[config.mk]
export PLATFORM = sky130hd
export DESIGN_NAME = sorted_key_value_table_unit
export DESIGN_NICKNAME = d
export VERILOG_FILES = /design/src/rtl/core/skvt_pkg.sv /design/src/rtl/core/skvt_cell.sv /design/src/rtl/core/skvt_chain.sv /design/src/rtl/core/sorted_key_value_table_unit.sv
export SDC_FILE = /design/constraint.sdc
export NUM_CORES = 2
export LEC_CHECK = 0
export CORE_MARGIN = 8
export CORE_UTILIZATION = 57
export CTS_CLUSTER_DIAMETER = 200
export DETAILED_ROUTE_END_ITERATION = 6
export DONT_BUFFER_PORTS = 1
export HOLD_SLACK_MARGIN = 0.06
export PLACE_DENSITY_LB_ADDON = 0.1
export RECOVER_POWER = 25
export SYNTH_ARGS = -nofsm -noshare
export SYNTH_HDL_FRONTEND = slang
export SYNTH_SLANG_ARGS = --single-unit
[constraint.sdc]
create_clock -name clk_i -period 8.65 [get_ports clk_i]
set_input_delay 2.595 -clock clk_i [delete_from_list [all_inputs] [get_ports clk_i]]
set_output_delay 2.595 -clock clk_i [all_outputs]
set_load 0.1 [all_outputs]
[src/rtl/core/skvt_pkg.sv]
`default_nettype none

package skvt_pkg;

  localparam int unsigned CapacityDefault = 16;
  localparam int unsigned KeyW            = 32;
  localparam int unsigned ValW            = 32;
  localparam int unsigned CountOutW       = 5;
  localparam int unsigned InDataW         = 72;
  localparam int unsigned OutDataW        = 40;

  typedef enum logic [1:0] {
    CMD_SEARCH = 2'd0,
    CMD_INSERT = 2'd1,
    CMD_REMOVE = 2'd2
  } cmd_e;

  typedef enum logic [1:0] {
    ST_OK   = 2'd0,
    ST_MISS = 2'd1,
    ST_FULL = 2'd2
  } status_e;

  typedef struct packed {
    logic                   valid;
    logic signed [KeyW-1:0] key;
    logic signed [ValW-1:0] value;
  } entry_t;

  // broadcast from the sequencer to every cell
  typedef struct packed {
    logic                   cmp_en;
    logic                   ins_en;
    logic                   rem_en;
    logic signed [KeyW-1:0] key;
    logic signed [ValW-1:0] value;
  } ctrl_t;

endpackage

`default_nettype wire

[src/rtl/core/skvt_cell.sv]
`default_nettype none

module skvt_cell
  import skvt_pkg::*;
(
  input  logic   clk_i,
  input  logic   rst_ni,
  input  ctrl_t  ctrl_i,
  input  entry_t left_i,
  input  logic   left_lt_i,
  input  entry_t right_i,
  output entry_t entry_o,
  output logic   lt_o,
  output logic   eq_o
);

  logic                   valid_q, valid_d;
  logic signed [KeyW-1:0] key_q, key_d;
  logic signed [ValW-1:0] value_q, value_d;
  logic                   lt_q, lt_d;
  logic                   eq_q, eq_d;

  always_comb begin
    lt_d = lt_q;
    eq_d = eq_q;
    if (ctrl_i.cmp_en) begin
      lt_d = valid_q && (key_q < ctrl_i.key);
      eq_d = valid_q && (key_q == ctrl_i.key);
    end
  end

  always_comb begin
    valid_d = valid_q;
    key_d   = key_q;
    value_d = value_q;
    if (ctrl_i.ins_en && !lt_q) begin
      valid_d = valid_q | left_i.valid;
      if (left_lt_i) begin
        key_d   = ctrl_i.key;
        value_d = ctrl_i.value;
      end else begin
        key_d   = left_i.key;
        value_d = left_i.value;
      end
    end else if (ctrl_i.rem_en && !lt_q) begin
      valid_d = right_i.valid;
      key_d   = right_i.key;
      value_d = right_i.value;
    end
  end

  always_ff @(posedge clk_i or negedge rst_ni) begin
    if (!rst_ni) begin
      valid_q <= 1'b0;
      lt_q    <= 1'b0;
      eq_q    <= 1'b0;
    end else begin
      valid_q <= valid_d;
      lt_q    <= lt_d;
      eq_q    <= eq_d;
    end
  end

  always_ff @(posedge clk_i) begin
    key_q   <= key_d;
    value_q <= value_d;
  end

  assign entry_o = '{valid: valid_q, key: key_q, value: value_q};
  assign lt_o    = lt_q;
  assign eq_o    = eq_q;

endmodule

`default_nettype wire

[src/rtl/core/skvt_chain.sv]
`default_nettype none

module skvt_chain
  import skvt_pkg::*;
#(
  parameter int unsigned CAPACITY = CapacityDefault
) (
  input  logic                   clk_i,
  input  logic                   rst_ni,
  input  ctrl_t                  ctrl_i,
  output logic                   hit_o,
  output logic                   full_o,
  output logic signed [ValW-1:0] found_o
);

  entry_t entry_w [CAPACITY];
  logic   lt_w    [CAPACITY];
  logic   eq_w    [CAPACITY];

  for (genvar i = 0; i < CAPACITY; i++) begin : g_cell
    entry_t left_w;
    entry_t right_w;
    logic   left_lt_w;

    if (i == 0) begin : g_first
      // virtual entry in front of the table: always below the key
      assign left_w    = '{valid: 1'b1, key: '0, value: '0};
      assign left_lt_w = 1'b1;
    end else begin : g_inner
      assign left_w    = entry_w[i-1];
      assign left_lt_w = lt_w[i-1];
    end

    if (i == CAPACITY - 1) begin : g_last
      assign right_w = '{valid: 1'b0, key: '0, value: '0};
    end else begin : g_body
      assign right_w = entry_w[i+1];
    end

    skvt_cell u_cell (
      .clk_i     (clk_i),
      .rst_ni    (rst_ni),
      .ctrl_i    (ctrl_i),
      .left_i    (left_w),
      .left_lt_i (left_lt_w),
      .right_i   (right_w),
      .entry_o   (entry_w[i]),
      .lt_o      (lt_w[i]),
      .eq_o      (eq_w[i])
    );
  end

  always_comb begin
    hit_o   = 1'b0;
    found_o = '0;
    for (int i = 0; i < CAPACITY; i++) begin
      hit_o   = hit_o | eq_w[i];
      found_o = found_o | (eq_w[i] ? entry_w[i].value : '0);
    end
  end

  assign full_o = entry_w[CAPACITY-1].valid;

endmodule

`default_nettype wire

[src/rtl/core/sorted_key_value_table_unit.sv]
// Sorted key/value table of CAPACITY entries kept as a row of cells in
// ascending signed key order. A request is taken on the s_axis side, every
// cell compares its key with the request key in the next cycle and
// registers the outcome, and then, once the output register can take the
// result, all cells shift together for an insert or remove while the result
// is loaded into the m_axis output register. One request is worked on at a
// time: the input is ready again only after the result has been loaded, and
// no new request is taken before that. A finished result may wait in the
// output register while the next request is already being compared. Keys
// and values need no clearing after reset.
`default_nettype none

module sorted_key_value_table_unit
  import skvt_pkg::*;
#(
  parameter int unsigned CAPACITY = CapacityDefault
) (
  input  logic                clk_i,
  input  logic                rst_ni,
  input  logic                s_axis_tvalid_i,
  output logic                s_axis_tready_o,
  // command [1:0], key [33:2], value [65:34], zero [71:66]
  input  logic [InDataW-1:0]  s_axis_tdata_i,
  output logic                m_axis_tvalid_o,
  input  logic                m_axis_tready_i,
  // status [1:0], found_value [33:2], entry_count [38:34], zero [39]
  output logic [OutDataW-1:0] m_axis_tdata_o
);

  localparam int unsigned CntW = $clog2(CAPACITY + 1);

  typedef enum logic [2:0] {
    S_IDLE = 3'b001,
    S_CMP  = 3'b010,
    S_EXEC = 3'b100
  } state_e;

  state_e state_q, state_d;

  cmd_e                   cmd_q, cmd_d;
  logic signed [KeyW-1:0] key_q, key_d;
  logic signed [ValW-1:0] value_q, value_d;
  logic [CntW-1:0]        cnt_q, cnt_d;

  logic                   out_valid_q, out_valid_d;
  status_e                status_q, status_d;
  logic signed [ValW-1:0] found_q, found_d;
  logic [CountOutW-1:0]   count_out_q, count_out_d;

  ctrl_t                  ctrl;
  logic                   hit;
  logic                   full;
  logic signed [ValW-1:0] found_w;
  logic                   in_xfer;
  logic                   fire;

  assign s_axis_tready_o = (state_q == S_IDLE);
  assign in_xfer         = s_axis_tvalid_i && s_axis_tready_o;
  assign fire            = (state_q == S_EXEC) && (!out_valid_q || m_axis_tready_i);

  skvt_chain #(
    .CAPACITY (CAPACITY)
  ) u_chain (
    .clk_i   (clk_i),
    .rst_ni  (rst_ni),
    .ctrl_i  (ctrl),
    .hit_o   (hit),
    .full_o  (full),
    .found_o (found_w)
  );

  always_comb begin
    state_d = state_q;
    unique case (state_q)
      S_IDLE: if (in_xfer) state_d = S_CMP;
      S_CMP:  state_d = S_EXEC;
      S_EXEC: if (fire) state_d = S_IDLE;
      default: state_d = S_IDLE;
    endcase
  end

  always_comb begin
    cmd_d   = cmd_q;
    key_d   = key_q;
    value_d = value_q;
    if (in_xfer) begin
      cmd_d   = cmd_e'(s_axis_tdata_i[1:0]);
      key_d   = s_axis_tdata_i[33:2];
      value_d = s_axis_tdata_i[65:34];
    end
  end

  always_comb begin
    ctrl        = '{cmp_en: 1'b0, ins_en: 1'b0, rem_en: 1'b0, key: key_q, value: value_q};
    ctrl.cmp_en = (state_q == S_CMP);
    cnt_d       = cnt_q;
    status_d    = status_q;
    found_d     = found_q;
    count_out_d = count_out_q;
    out_valid_d = out_valid_q && !m_axis_tready_i;
    if (fire) begin
      out_valid_d = 1'b1;
      found_d     = '0;
      unique case (cmd_q)
        CMD_INSERT: begin
          if (hit) begin
            status_d = ST_MISS;
          end else if (full) begin
            status_d = ST_FULL;
          end else begin
            status_d    = ST_OK;
            ctrl.ins_en = 1'b1;
            cnt_d       = cnt_q + CntW'(1);
          end
        end
        CMD_REMOVE: begin
          if (hit) begin
            status_d    = ST_OK;
            found_d     = found_w;
            ctrl.rem_en = 1'b1;
            cnt_d       = cnt_q - CntW'(1);
          end else begin
            status_d = ST_MISS;
          end
        end
        default: begin
          // search, unused code too
          status_d = hit ? ST_OK : ST_MISS;
          found_d  = hit ? found_w : '0;
        end
      endcase
      count_out_d = CountOutW'(cnt_d);
    end
  end

  always_ff @(posedge clk_i or negedge rst_ni) begin
    if (!rst_ni) begin
      state_q     <= S_IDLE;
      cnt_q       <= '0;
      out_valid_q <= 1'b0;
    end else begin
      state_q     <= state_d;
      cnt_q       <= cnt_d;
      out_valid_q <= out_valid_d;
    end
  end

  always_ff @(posedge clk_i) begin
    cmd_q       <= cmd_d;
    key_q       <= key_d;
    value_q     <= value_d;
    status_q    <= status_d;
    found_q     <= found_d;
    count_out_q <= count_out_d;
  end

  assign m_axis_tvalid_o = out_valid_q;
  assign m_axis_tdata_o  = {1'b0, count_out_q, found_q, status_q};

endmodule

`default_nettype wire

==> metrics <==
register area share after synthesis=49.51%; Final GP Congestion=0.9104; Cell variety after synth=67; setup TNS=0 ns; RSZ-0062 raised after global routing=false; Sink Count=1186; CTS clk-pin slew, worst paths=0.05 ns; Cells after Synth=6557; slowest stage cell, crit path=clkbuf_1; Final Hold Vio Count=0; WL/cell=30.54 um; Root Buffer=clkbuf_16; outcome=complete, but fails checks; Req. time, crit path=9.06 ns; Core Box Area=124900 um2; Layout Utilization=61.64%; actual slew at the worst max-slew pin=3.521 ns; Synth Flop Type=edfxtp_1; Yosys top cell by area=edfxtp_1; Synth area leaders=edfxtp_1, mux2i_1, ha_1; total track usage=34.79%; Post-DRT Antenna Nets=0; failing checks=capacitance limit, slew limit; dominant cell by count in the synthesized netlist=edfxtp_1; post-CTS setup buffers=0; post-placement cell count=7832; maxcap violations=7; die width=369.8 um; filler instances=10260; worst skew pair latency=0.79 ns; initial core utilization=57.12%; max incr delay on CP=2.47 ns; largest net degree at the start of global routing=105; EDFF count, synth=1129; Mapped Area=71360 um2; Hold Path Class=reg -> reg; fmax=142.7 MHz; PostCTS Resize Cnt=0; Iter 0 DRT Violations=7548; Mapped Nets=7151; Pwr Density=229.8 nW/um2; initial antenna violation count=3; area share of the largest cell type after synthesis=47.51%; area of the multi-input gates=33510 um2; synthesized flop and latch total=1186; syn avg cell area=10.88 um2; LEAKAGE=27.83 nW; via density per instance=6.933; GRT overflow=0; NumNets Final=6917; Final Max Tran Viols=91; via count=56070; Worst setup EP type=register; drt pass-1 iters=6; Final setup violation count=0; FP Rows=130; H-tree levels=4; fin worst setup slack=1.642 ns; layout cells sized above 1=6.870%; placed instance area=72680 um2; # DRC=0; Post-Place Worst Slack=2.516 ns; # hold bufs at CTS=0; Slew headroom=-134.7%; PortBufs=0; Tot Pwr=17.70 mW; Synth Warn #=0; Seq. cell area=35410 um2; Num CTS Buffers=139; Bufs on Longest Clock Path=3; critical path arrival=7.42 ns; worst path cell trace=clkbuf_1, or4_1, or4_1, inv_1, nor2_1, o21ai_4, buf_4, nor2_1, buf_12; final instance area=77000 um2; Fin Hold WS=0.5933 ns; first-pass GRT wire length=358.3 mm; hpwl dp=148.1 mm; IO Pins=118; Peak VDD IR=0.2127 mV; number of global-route vias before repair=54960; die footprint=136800 um2; worst-path maximum fanout=55; die height=369.8 um; final WL=247.0 mm; clock skew=0.02792 ns; CP Launch Type=register; most frequent cells after synthesis=edfxtp_1, a21oi_1, nor2_1; fin cells=8087; Crit Path Category=reg -> reg; Final Cycle Share=81.01%; post-route minimum period=7.008 ns; Async SR Flop Fraction=4.806%; Area Growth Syn to Fin=7.908%; TritonCTS clock tree=yes
[final cells by class]
cell class,count,area share (%)
well taps,1650,2.681
repair buffers,134,1.599
clock inverters,84,1.136
diodes,3,0.009749
multi-input cells,4780,43.52
clock buffers,168,4.672
flip-flops and latches,1186,45.98
inverters,82,0.3997
[final timing paths]
path	startpoint	endpoint	slack, ns	depth (start not counted)
min in group asynchronous	rst_ni	u_chain.g_cell[14].u_cell.lt_o	1.51	0
worst min register to register	state_q[0]	state_q[2]	0.59	1
worst max-delay path	u_chain.g_cell[8].u_cell.eq_o	u_chain.g_cell[0].u_cell.key_q[25]	1.64	9
worst max register to register	u_chain.g_cell[8].u_cell.eq_o	u_chain.g_cell[0].u_cell.key_q[25]	1.64	9
max in group asynchronous	rst_ni	state_q[0]	6.95	0
worst min-delay path	state_q[0]	state_q[2]	0.59	1
[metal layers]
| metal | track usage (%) | vias up | wire (um) |
|---|---|---|---|
| met2 | 53.54 | 3658 | 108500 |
| met1 | 46.34 | 27350 | 96800 |
| li1 | - | 24270 | - |
| met4 | 15.92 | 2 | 12570 |
| met3 | 8.895 | 791 | 29170 |
| met5 | 0.1423 | - | 13 |
[registers in the layout, summed over array words and instances (netlist names), 5 cells and up]
register and cells:
cnt_q 5, count_out_q 5, found_q 32, key_q 32, u_chain.g_cell.u_cell.eq_o 16, u_chain.g_cell.u_cell.key_q 512
u_chain.g_cell.u_cell.lt_o 16, u_chain.g_cell.u_cell.valid_q 16, u_chain.g_cell.u_cell.value_q 512, value_q 32
[worst max-delay path: cells and delay by family (launching register included)]
kind | cells | cell delay [ns]
buffers and inverters | 4 | 3.51
AND/OR/NAND/NOR | 4 | 2.59
flip-flops | 1 | 0.34
AO/OA/AOI/OAI | 1 | 0.07
[placed cells by master, fill, tap and decap left out, drive strengths merged, types with 89 or more instances in the layout]
cell type and n:
a21oi 1100, a22oi 162, buf 125, clkbuf 177
edfxtp 1129, ha 518, inv 89, mux2i 961
nand2 132, nand3 97, nand4 123, nor2 1057
o21ai 97
[kinds of logic after synthesis]
family / count (synthesis) / synth area share, %
AOI/OAI and AO/OA: 1690 / 13.87
and+or+nand+nor: 1542 / 9.263
DFF: 1186 / 49.51
muxes: 1026 / 14.51
buffers and inverters: 591 / 3.724
adders and majority gates: 518 / 9.082
xor gates and xnor gates: 3 / 0.03683
other: 1 / 0.005255
[where the power goes]
part	leakage [nW]	switching (mW)	internal [mW]	total, mW
combinational	14.7	2.48	1.76	4.24
sequential	10.9	1.01	6.50	7.50
clock	2.18	2.53	3.42	5.96
total	27.8	6.02	11.7	17.7
(Power assumes the default switching activity.)
